===== config.mk =====
export PLATFORM = sky130hd
export DESIGN_NAME = lcd_subpixel_text_blend_top_flat
export DESIGN_NICKNAME = d
export VERILOG_FILES = /design/src/rtl/core/lcdtb_pkg.sv /design/src/rtl/core/lcdtb_pix_if.sv /design/src/rtl/core/lcd_subpixel_text_blend_top.sv /design/src/flat_wrapper.sv
export SDC_FILE = /design/constraint.sdc
export NUM_CORES = 2
export LEC_CHECK = 0
export BUFFER_PORTS_ARGS = -buffer_cell sky130_fd_sc_hd__buf_4
export CAP_MARGIN = 20
export CORE_MARGIN = 2
export CORE_UTILIZATION = 30
export CTS_CLUSTER_SIZE = 30
export DETAILED_ROUTE_END_ITERATION = 8
export GPL_TIMING_DRIVEN = 0
export PLACE_DENSITY = 0.56
export SLEW_MARGIN = 20
export SYNTH_ARGS = -nofsm -noshare
export SYNTH_HDL_FRONTEND = slang
export SYNTH_SLANG_ARGS = --single-unit

===== constraint.sdc =====
create_clock -name clk -period 10.2 [get_ports clk]
set_clock_uncertainty 0.2 [all_clocks]
set_input_delay 1.53 -clock clk [delete_from_list [all_inputs] [get_ports clk]]
set_output_delay 1.53 -clock clk [all_outputs]
set_load 0.005 [all_outputs]

===== src/rtl/core/lcdtb_pkg.sv =====
package lcdtb_pkg;

	localparam int unsigned CH_W    = 8;
	localparam int unsigned POS_W   = 13;
	localparam int unsigned COORD_W = 12;
	localparam int unsigned PROD_W  = 2 * CH_W;
	localparam int unsigned NCH     = 3;

	// channel slots inside the per-pixel arrays
	localparam int unsigned CH_B = 0;
	localparam int unsigned CH_G = 1;
	localparam int unsigned CH_R = 2;

	localparam int unsigned APB_AW = 5;
	localparam int unsigned APB_DW = 32;

	typedef logic [CH_W-1:0]   chan_t;
	typedef logic [PROD_W-1:0] prod_t;
	typedef logic [COORD_W-1:0] coord_t;

	typedef enum logic [2:0] {
		REG_TEXT_RED      = 3'd0,
		REG_TEXT_GREEN    = 3'd1,
		REG_TEXT_BLUE     = 3'd2,
		REG_SUBPIXEL_BGR  = 3'd3,
		REG_CANVAS_WIDTH  = 3'd4,
		REG_CANVAS_HEIGHT = 3'd5
	} cfg_reg_t;

	// floor(p / 255) for p up to 255*255: add the high byte and one, take bits 15:8
	function automatic chan_t div255(input prod_t p);
		logic [PROD_W:0] t;
		t = {1'b0, p} + {{(CH_W+1){1'b0}}, p[PROD_W-1:CH_W]} + {{PROD_W{1'b0}}, 1'b1};
		return t[PROD_W-1:CH_W];
	endfunction

endpackage


===== src/rtl/core/lcdtb_pix_if.sv =====
interface lcdtb_pix_in_if;
	logic                                     valid;
	logic                                     ready;
	logic [lcdtb_pkg::CH_W-1:0]               coverage_first;
	logic [lcdtb_pkg::CH_W-1:0]               coverage_middle;
	logic [lcdtb_pkg::CH_W-1:0]               coverage_last;
	logic [lcdtb_pkg::CH_W-1:0]               canvas_blue;
	logic [lcdtb_pkg::CH_W-1:0]               canvas_green;
	logic [lcdtb_pkg::CH_W-1:0]               canvas_red;
	logic [lcdtb_pkg::CH_W-1:0]               canvas_alpha;
	logic [lcdtb_pkg::CH_W-1:0]               strength;
	logic signed [lcdtb_pkg::POS_W-1:0]       pos_x;
	logic signed [lcdtb_pkg::POS_W-1:0]       pos_y;

	modport source(
		output valid, coverage_first, coverage_middle, coverage_last,
		output canvas_blue, canvas_green, canvas_red, canvas_alpha,
		output strength, pos_x, pos_y,
		input  ready
	);
	modport sink(
		input  valid, coverage_first, coverage_middle, coverage_last,
		input  canvas_blue, canvas_green, canvas_red, canvas_alpha,
		input  strength, pos_x, pos_y,
		output ready
	);
endinterface

interface lcdtb_pix_out_if;
	logic                           valid;
	logic                           ready;
	logic [lcdtb_pkg::COORD_W-1:0]  out_x;
	logic [lcdtb_pkg::COORD_W-1:0]  out_y;
	logic [lcdtb_pkg::CH_W-1:0]     new_blue;
	logic [lcdtb_pkg::CH_W-1:0]     new_green;
	logic [lcdtb_pkg::CH_W-1:0]     new_red;
	logic [lcdtb_pkg::CH_W-1:0]     new_alpha;

	modport source(
		output valid, out_x, out_y, new_blue, new_green, new_red, new_alpha,
		input  ready
	);
	modport sink(
		input  valid, out_x, out_y, new_blue, new_green, new_red, new_alpha,
		output ready
	);
endinterface


===== src/rtl/core/lcd_subpixel_text_blend_top.sv =====
// Channel   | Dir | Handshake     | Carries
// ----------+-----+---------------+------------------------------------------------
// pix_in    | in  | valid/ready   | coverage triple, canvas BGRA, strength, x, y
// pix_out   | out | valid/ready   | out_x, out_y, blended BGR, new alpha
// APB       | in  | psel/penable  | text colour, sub-pixel order, canvas size
//
// Five register stages; a kept pixel passes through s1 to s5 in order, and one pixel
// can enter every cycle while pix_in.ready is high.
// Each stage loads when it is empty or its successor moves, so bubbles collapse and
// pix_in.ready drops only when all five stages hold pixels and pix_out is stalled.
// Clipped pixels are dropped at the entry and never occupy a stage.
// arst_n clears all valid bits and the configuration registers; data registers keep.
module lcd_subpixel_text_blend_top (
	input  logic                              clk,
	input  logic                              arst_n,
	lcdtb_pix_in_if.sink                      pix_in,
	lcdtb_pix_out_if.source                   pix_out,
	input  logic                              psel,
	input  logic                              penable,
	input  logic                              pwrite,
	input  logic [lcdtb_pkg::APB_AW-1:0]      paddr,
	input  logic [lcdtb_pkg::APB_DW-1:0]      pwdata,
	output logic [lcdtb_pkg::APB_DW-1:0]      prdata,
	output logic                              pready
);
	import lcdtb_pkg::*;

	// ---------------------------------------------------------------- config
	chan_t  text_red_q, text_green_q, text_blue_q;
	logic   subpixel_bgr_q;
	coord_t canvas_width_q, canvas_height_q;

	cfg_reg_t cfg_sel;
	logic     cfg_wr;

	assign pready  = 1'b1;
	assign cfg_sel = cfg_reg_t'(paddr[APB_AW-1:2]);
	assign cfg_wr  = psel && penable && pwrite && pready;

	always_ff @(posedge clk or negedge arst_n) begin
		if (!arst_n) begin
			text_red_q      <= '0;
			text_green_q    <= '0;
			text_blue_q     <= '0;
			subpixel_bgr_q  <= 1'b0;
			canvas_width_q  <= '0;
			canvas_height_q <= '0;
		end else if (cfg_wr) begin
			case (cfg_sel)
				REG_TEXT_RED:      text_red_q      <= pwdata[CH_W-1:0];
				REG_TEXT_GREEN:    text_green_q    <= pwdata[CH_W-1:0];
				REG_TEXT_BLUE:     text_blue_q     <= pwdata[CH_W-1:0];
				REG_SUBPIXEL_BGR:  subpixel_bgr_q  <= pwdata[0];
				REG_CANVAS_WIDTH:  canvas_width_q  <= pwdata[COORD_W-1:0];
				REG_CANVAS_HEIGHT: canvas_height_q <= pwdata[COORD_W-1:0];
				default: ;
			endcase
		end
	end

	always_comb begin
		prdata = '0;
		case (cfg_sel)
			REG_TEXT_RED:      prdata[CH_W-1:0]    = text_red_q;
			REG_TEXT_GREEN:    prdata[CH_W-1:0]    = text_green_q;
			REG_TEXT_BLUE:     prdata[CH_W-1:0]    = text_blue_q;
			REG_SUBPIXEL_BGR:  prdata[0]           = subpixel_bgr_q;
			REG_CANVAS_WIDTH:  prdata[COORD_W-1:0] = canvas_width_q;
			REG_CANVAS_HEIGHT: prdata[COORD_W-1:0] = canvas_height_q;
			default:           prdata              = '0;
		endcase
	end

	// ---------------------------------------------------------------- flow control
	// A stage advances when it is empty or its successor takes its pixel.
	logic v_s1, v_s2, v_s3, v_s4, v_s5;
	logic en1, en2, en3, en4, en5;

	assign en5 = !v_s5 || pix_out.ready;
	assign en4 = !v_s4 || en5;
	assign en3 = !v_s3 || en4;
	assign en2 = !v_s2 || en3;
	assign en1 = !v_s1 || en2;
	assign pix_in.ready = en1;

	// clip against the canvas; negative positions have the sign bit set
	logic on_canvas;
	assign on_canvas = !pix_in.pos_x[POS_W-1] && (pix_in.pos_x[COORD_W-1:0] < canvas_width_q) &&
	                   !pix_in.pos_y[POS_W-1] && (pix_in.pos_y[COORD_W-1:0] < canvas_height_q);

	always_ff @(posedge clk or negedge arst_n) begin
		if (!arst_n) begin
			v_s1 <= 1'b0;
			v_s2 <= 1'b0;
			v_s3 <= 1'b0;
			v_s4 <= 1'b0;
			v_s5 <= 1'b0;
		end else begin
			if (en1) v_s1 <= pix_in.valid && on_canvas;
			if (en2) v_s2 <= v_s1;
			if (en3) v_s3 <= v_s2;
			if (en4) v_s4 <= v_s3;
			if (en5) v_s5 <= v_s4;
		end
	end

	// ---------------------------------------------------------------- stage 1
	// Order coverage into B/G/R and capture the pixel.
	chan_t  cov_s1 [NCH];
	chan_t  dest_s1 [NCH];
	chan_t  alpha_s1, strength_s1;
	coord_t x_s1, y_s1;

	always_ff @(posedge clk) begin
		if (en1) begin
			cov_s1[CH_G]  <= pix_in.coverage_middle;
			cov_s1[CH_R]  <= subpixel_bgr_q ? pix_in.coverage_last  : pix_in.coverage_first;
			cov_s1[CH_B]  <= subpixel_bgr_q ? pix_in.coverage_first : pix_in.coverage_last;
			dest_s1[CH_B] <= pix_in.canvas_blue;
			dest_s1[CH_G] <= pix_in.canvas_green;
			dest_s1[CH_R] <= pix_in.canvas_red;
			alpha_s1      <= pix_in.canvas_alpha;
			strength_s1   <= pix_in.strength;
			x_s1          <= pix_in.pos_x[COORD_W-1:0];
			y_s1          <= pix_in.pos_y[COORD_W-1:0];
		end
	end

	// ---------------------------------------------------------------- stage 2
	// Scale colour and coverage by strength. At full strength, c*255/255 is c
	// exactly, so the solid case needs no bypass.
	chan_t  col_c [NCH];
	prod_t  colp_s2 [NCH];
	prod_t  covp_s2 [NCH];
	chan_t  dest_s2 [NCH];
	chan_t  alpha_s2;
	coord_t x_s2, y_s2;

	assign col_c[CH_B] = text_blue_q;
	assign col_c[CH_G] = text_green_q;
	assign col_c[CH_R] = text_red_q;

	always_ff @(posedge clk) begin
		if (en2) begin
			for (int c = 0; c < NCH; c++) begin
				colp_s2[c] <= col_c[c]  * strength_s1;
				covp_s2[c] <= cov_s1[c] * strength_s1;
				dest_s2[c] <= dest_s1[c];
			end
			alpha_s2 <= alpha_s1;
			x_s2     <= x_s1;
			y_s2     <= y_s1;
		end
	end

	// ---------------------------------------------------------------- stage 3
	// Divide the scaling products by 255.
	chan_t  col_s3 [NCH];
	chan_t  cov_s3 [NCH];
	chan_t  dest_s3 [NCH];
	chan_t  alpha_s3;
	coord_t x_s3, y_s3;

	always_ff @(posedge clk) begin
		if (en3) begin
			for (int c = 0; c < NCH; c++) begin
				col_s3[c]  <= div255(colp_s2[c]);
				cov_s3[c]  <= div255(covp_s2[c]);
				dest_s3[c] <= dest_s2[c];
			end
			alpha_s3 <= alpha_s2;
			x_s3     <= x_s2;
			y_s3     <= y_s2;
		end
	end

	// ---------------------------------------------------------------- stage 4
	// Form |colour - dest| * coverage and keep the sign apart, so the divide
	// below truncates toward zero.
	logic [CH_W:0] diff_c [NCH];
	chan_t         mag_c [NCH];
	prod_t  prod_s4 [NCH];
	logic   neg_s4 [NCH];
	chan_t  dest_s4 [NCH];
	chan_t  alpha_s4;
	logic   keep_alpha_s4;
	coord_t x_s4, y_s4;

	always_comb begin
		for (int c = 0; c < NCH; c++) begin
			diff_c[c] = {1'b0, col_s3[c]} - {1'b0, dest_s3[c]};
			mag_c[c]  = diff_c[c][CH_W] ? CH_W'(-diff_c[c]) : diff_c[c][CH_W-1:0];
		end
	end

	always_ff @(posedge clk) begin
		if (en4) begin
			for (int c = 0; c < NCH; c++) begin
				prod_s4[c] <= mag_c[c] * cov_s3[c];
				neg_s4[c]  <= diff_c[c][CH_W];
				dest_s4[c] <= dest_s3[c];
			end
			alpha_s4      <= alpha_s3;
			keep_alpha_s4 <= (cov_s3[CH_B] == '0) && (cov_s3[CH_G] == '0) &&
			                 (cov_s3[CH_R] == '0);
			x_s4          <= x_s3;
			y_s4          <= y_s3;
		end
	end

	// ---------------------------------------------------------------- stage 5
	// Divide, reapply the sign and add to dest; this register is the output.
	chan_t  q_c [NCH];
	chan_t  new_s5 [NCH];
	chan_t  alpha_s5;
	coord_t x_s5, y_s5;

	always_comb begin
		for (int c = 0; c < NCH; c++) begin
			q_c[c] = div255(prod_s4[c]);
		end
	end

	always_ff @(posedge clk) begin
		if (en5) begin
			for (int c = 0; c < NCH; c++) begin
				new_s5[c] <= neg_s4[c] ? (dest_s4[c] - q_c[c]) : (dest_s4[c] + q_c[c]);
			end
			alpha_s5 <= keep_alpha_s4 ? alpha_s4 : '0;
			x_s5     <= x_s4;
			y_s5     <= y_s4;
		end
	end

	assign pix_out.valid     = v_s5;
	assign pix_out.out_x     = x_s5;
	assign pix_out.out_y     = y_s5;
	assign pix_out.new_blue  = new_s5[CH_B];
	assign pix_out.new_green = new_s5[CH_G];
	assign pix_out.new_red   = new_s5[CH_R];
	assign pix_out.new_alpha = alpha_s5;

endmodule


===== src/flat_wrapper.sv =====
// flat-port wrapper written by rule: the top's interface ports become plain ports
module lcd_subpixel_text_blend_top_flat import lcdtb_pkg::*;
  (clk, arst_n, psel, penable, pwrite, paddr, pwdata, prdata, pready, pix_in_valid, pix_in_coverage_first, pix_in_coverage_middle, pix_in_coverage_last, pix_in_canvas_blue, pix_in_canvas_green, pix_in_canvas_red, pix_in_canvas_alpha, pix_in_strength, pix_in_pos_x, pix_in_pos_y, pix_in_ready, pix_out_valid, pix_out_out_x, pix_out_out_y, pix_out_new_blue, pix_out_new_green, pix_out_new_red, pix_out_new_alpha, pix_out_ready);
  lcdtb_pix_in_if pix_in_i ();
  lcdtb_pix_out_if pix_out_i ();
  input  logic clk;
  input  logic arst_n;
  input  logic psel;
  input  logic penable;
  input  logic pwrite;
  input  logic [lcdtb_pkg::APB_AW-1:0] paddr;
  input  logic [lcdtb_pkg::APB_DW-1:0] pwdata;
  output logic [lcdtb_pkg::APB_DW-1:0] prdata;
  output logic pready;
  input wire logic [$bits(pix_in_i.valid)-1:0] pix_in_valid;
  input wire logic [$bits(pix_in_i.coverage_first)-1:0] pix_in_coverage_first;
  input wire logic [$bits(pix_in_i.coverage_middle)-1:0] pix_in_coverage_middle;
  input wire logic [$bits(pix_in_i.coverage_last)-1:0] pix_in_coverage_last;
  input wire logic [$bits(pix_in_i.canvas_blue)-1:0] pix_in_canvas_blue;
  input wire logic [$bits(pix_in_i.canvas_green)-1:0] pix_in_canvas_green;
  input wire logic [$bits(pix_in_i.canvas_red)-1:0] pix_in_canvas_red;
  input wire logic [$bits(pix_in_i.canvas_alpha)-1:0] pix_in_canvas_alpha;
  input wire logic [$bits(pix_in_i.strength)-1:0] pix_in_strength;
  input wire logic [$bits(pix_in_i.pos_x)-1:0] pix_in_pos_x;
  input wire logic [$bits(pix_in_i.pos_y)-1:0] pix_in_pos_y;
  output wire logic [$bits(pix_in_i.ready)-1:0] pix_in_ready;
  output wire logic [$bits(pix_out_i.valid)-1:0] pix_out_valid;
  output wire logic [$bits(pix_out_i.out_x)-1:0] pix_out_out_x;
  output wire logic [$bits(pix_out_i.out_y)-1:0] pix_out_out_y;
  output wire logic [$bits(pix_out_i.new_blue)-1:0] pix_out_new_blue;
  output wire logic [$bits(pix_out_i.new_green)-1:0] pix_out_new_green;
  output wire logic [$bits(pix_out_i.new_red)-1:0] pix_out_new_red;
  output wire logic [$bits(pix_out_i.new_alpha)-1:0] pix_out_new_alpha;
  input wire logic [$bits(pix_out_i.ready)-1:0] pix_out_ready;
  assign pix_in_i.valid = pix_in_valid;
  assign pix_in_i.coverage_first = pix_in_coverage_first;
  assign pix_in_i.coverage_middle = pix_in_coverage_middle;
  assign pix_in_i.coverage_last = pix_in_coverage_last;
  assign pix_in_i.canvas_blue = pix_in_canvas_blue;
  assign pix_in_i.canvas_green = pix_in_canvas_green;
  assign pix_in_i.canvas_red = pix_in_canvas_red;
  assign pix_in_i.canvas_alpha = pix_in_canvas_alpha;
  assign pix_in_i.strength = pix_in_strength;
  assign pix_in_i.pos_x = pix_in_pos_x;
  assign pix_in_i.pos_y = pix_in_pos_y;
  assign pix_in_ready = pix_in_i.ready;
  assign pix_out_valid = pix_out_i.valid;
  assign pix_out_out_x = pix_out_i.out_x;
  assign pix_out_out_y = pix_out_i.out_y;
  assign pix_out_new_blue = pix_out_i.new_blue;
  assign pix_out_new_green = pix_out_i.new_green;
  assign pix_out_new_red = pix_out_i.new_red;
  assign pix_out_new_alpha = pix_out_i.new_alpha;
  assign pix_out_i.ready = pix_out_ready;
  lcd_subpixel_text_blend_top u_core (.clk(clk), .arst_n(arst_n), .pix_in(pix_in_i), .pix_out(pix_out_i), .psel(psel), .penable(penable), .pwrite(pwrite), .paddr(paddr), .pwdata(pwdata), .prdata(prdata), .pready(pready));
endmodule

==> flow_summary.ini <==
[worst_hold_path]
hold_path.class = register to register
min_delay_path_depth = 0
worstHoldStart = u_core.dest_s2[0][0]
whs_endpoint = u_core.dest_s3[0][0]

[synth]
synth_compound_area_share_pct = 7.525
synth.distinct_cells = 79
synth_top_family_by_area = adder cells
synth_flop_cell = edfxtp_1
syn-cell-area_um2 = 42220
syn_inst = 3705
muxShareOfSynthArea_pct = 1.692
synth-seq-cells = 562
synth_adder_area_share_pct = 29.28
synth_xor_area_share_pct = 4.075
synth-seq-area-share_pct = 39.33
yosys_warnings = 0
async_flop_share_pct = 9.609
synthSimpleGateAreaFrac_pct = 12.22
synth_edf_count = 508
postSynthAreaPerCell_um2 = 11.40

[worst_setup_path]
r2r-start = u_core.dest_s3[0][0]
path_class = register to register
endpoint_kind = register
cp_slowest_cell = xnor2_1
cp.required_ns = 10.39
reg2reg_to = u_core.prod_s4[0][15]
cp_common_cell = fa_1
crit_fanout = 8
path_delay_family = adder cells
ff2ff_path_depth = 25
cp_slowest_stage_delay_ns = 0.62
cp.arrival_ns = 7.24
timing.reg2reg.setup_slack_ns = 3.15
start_kind = register
timing.critical_path.buf_inv = 4

[sta]
slew_viol_final = 0
worst_slew_pin_slew_ns = 1.001
hold_violations = 0
clock.fmax_ghz = 0.1418
post-route-period-util_pct = 69.16
rsz0062_at_grt = no
max_slew_margin_pct = 33.23
period_needed_ns = 7.054
finalSetupViolations = 0

[finish]
drive_gt1_share_pct = 10.36
mostFrequentLayoutCells = inv_1 (533), edfxtp_1 (508), ha_1 (460), fa_1 (330), and2_1 (318)
syn_to_final_growth_pct = 15.27
fin_nets = 4916
design_area_um2 = 48670
layout_commonest_cell = inv_1

[floorplan]
die_w_um = 379.1
die-height_um = 379.1
std_cell_rows = 137
die_area_um2 = 143700
io_pins = 225
start_util_pct = 30.26
core_area_um2 = 139500

[clock_tree]
cts_setup_buffers = 0
clk_pin_slew_worst_paths_ns = 0.06
cts_htree_levels = 3
postCtsHoldBufs = 0
cts_root_buf = clkbuf_16
clock_latency_ns = 0.68
clock_path_buffers = 3
cts_tree = built
clock_sinks = 562
numCtsBuffers = 67
ctsResizeCount = 0

[drt]
avgRoutedWirePerCell_um = 16.17
ant_nets = 0
dr.pass1.iters = 5
drc = 0
initialDrtViolationCount = 1393
vias = 26710
drt-total-wl_um = 95780
vias_per_cell = 4.510

[global_route]
antenna_found_initial = 3
grt_pass1_wl_um = 152700
overflow = 0
grt_usage_pct = 13.60
grt_max_degree = 55
grt_pass1_vias = 27620

[place]
dp_hpwl_um = 75090
place.gp.congestion = 0.8366
portBuffers = 179
placed_cell_area_um2 = 46360

[run_status]
outcome = finished clean

[flow_run]
maxCapViolCount = 0
-- final cells by class --
type                    instances  area, µm²
flip-flops and latches        562      16610
well taps                    1876       2347
fillers                     13930      90870
plain buffers                 103      469.2
clock inverters                46      578.1
multi-input cells            2525      23240
repair buffers                199       1687
inverters                     534       2007
diodes                          1      2.502
clock buffers                  77       1724
-- registers in the layout, indices dropped and copies added, names as in the netlist, 24 cells and up --
register,cells
u_core.prod_s4,48
u_core.colp_s2,48
u_core.new_s5,24
u_core.cov_s3,24
u_core.dest_s2,24
u_core.col_s3,24
u_core.dest_s3,24
u_core.dest_s4,24
u_core.dest_s1,24
u_core.cov_s1,24
u_core.covp_s2,48
-- metrics by stage --
stage	std cells	setup WS (ns)	hold slack, ns	TNS [ns]	util [%]
floorplan	3724	0.1912	0.2003	0	-
CTS	5922	3.127	0.1782	0	34.88
detailed placement	5799	3.196	0.2045	0	33.23
finish	5923	3.146	0.1861	0	34.88
global route	5922	2.779	0.1923	0	34.88
global placement	5779	-5.474	0.2002	-677.14	32.95
-- cell families after synthesis --
kind of cell / Yosys count
compound gates: 477
xor+xnor: 193
fa+ha+maj: 790
buf+inv: 637
flops: 562
mux: 56
other cells: 2
simple gates: 988
-- worst max-delay path by stage --
stage | start | end | depth (start not counted)
final | u_core.dest_s3[0][0] | u_core.prod_s4[0][15] | 25
after global routing | u_core.dest_s3[0][0] | u_core.prod_s4[0][15] | 25
after CTS | u_core.dest_s3[0][0] | u_core.prod_s4[0][15] | 25
after detailed placement | u_core.dest_s3[0][0] | u_core.prod_s4[0][15] | 25
after global placement | pix_out_ready | pix_in_ready | 6
after floorplan | pix_out_ready | pix_in_ready | 4
-- routing by layer --
layer / GRT usage (%) / share of wire [%] / routed length [µm] / vias to the layer above
met2: 22.72 / 48 / 45560 / 428
li1: - / - / - / 13030
met5: 0 / 0 / 0 / -
met1: 17.81 / 46 / 43810 / 13140
met3: 2.515 / 4.4 / 4198 / 117
met4: 4.163 / 2.3 / 2215 / 0
-- Yosys cell counts (all sizes together), types with 5 or more instances --
master / n / area share, %
a21oi: 133 / 1.6
o21bai: 5 / 0.089
a21boi: 13 / 0.23
a211o: 12 / 0.25
nand2b: 38 / 0.56
o22ai: 7 / 0.10
o21a: 65 / 1.2
mux2i: 5 / 0.12
edfxtp: 508 / 36
and2: 318 / 4.7
a21o: 24 / 0.43
xor2: 48 / 1.0
or4: 5 / 0.089
inv: 534 / 4.7
buf: 29 / 0.45
mux2: 43 / 1.1
fa: 330 / 16
dfrtp: 54 / 3.2
xnor2: 145 / 3.1
a211oi: 13 / 0.23
and3: 11 / 0.16
or2: 9 / 0.13
o41a: 5 / 0.13
nor4: 12 / 0.18
nor3: 49 / 0.59
o21ai: 112 / 1.3
a31oi: 11 / 0.21
nor2: 140 / 1.3
nand3: 41 / 0.49
ha: 460 / 14
o31a: 15 / 0.31
nand4: 6 / 0.089
o41ai: 12 / 0.41
o211ai: 21 / 0.37
clkbuf: 74 / 0.66
mux4: 8 / 0.43
and4: 5 / 0.10
nand2: 241 / 2.1
nor2b: 104 / 1.5
Power is not shown: default switching activity piles up to over one toggle a cycle in this logic, so the estimate is an artifact.
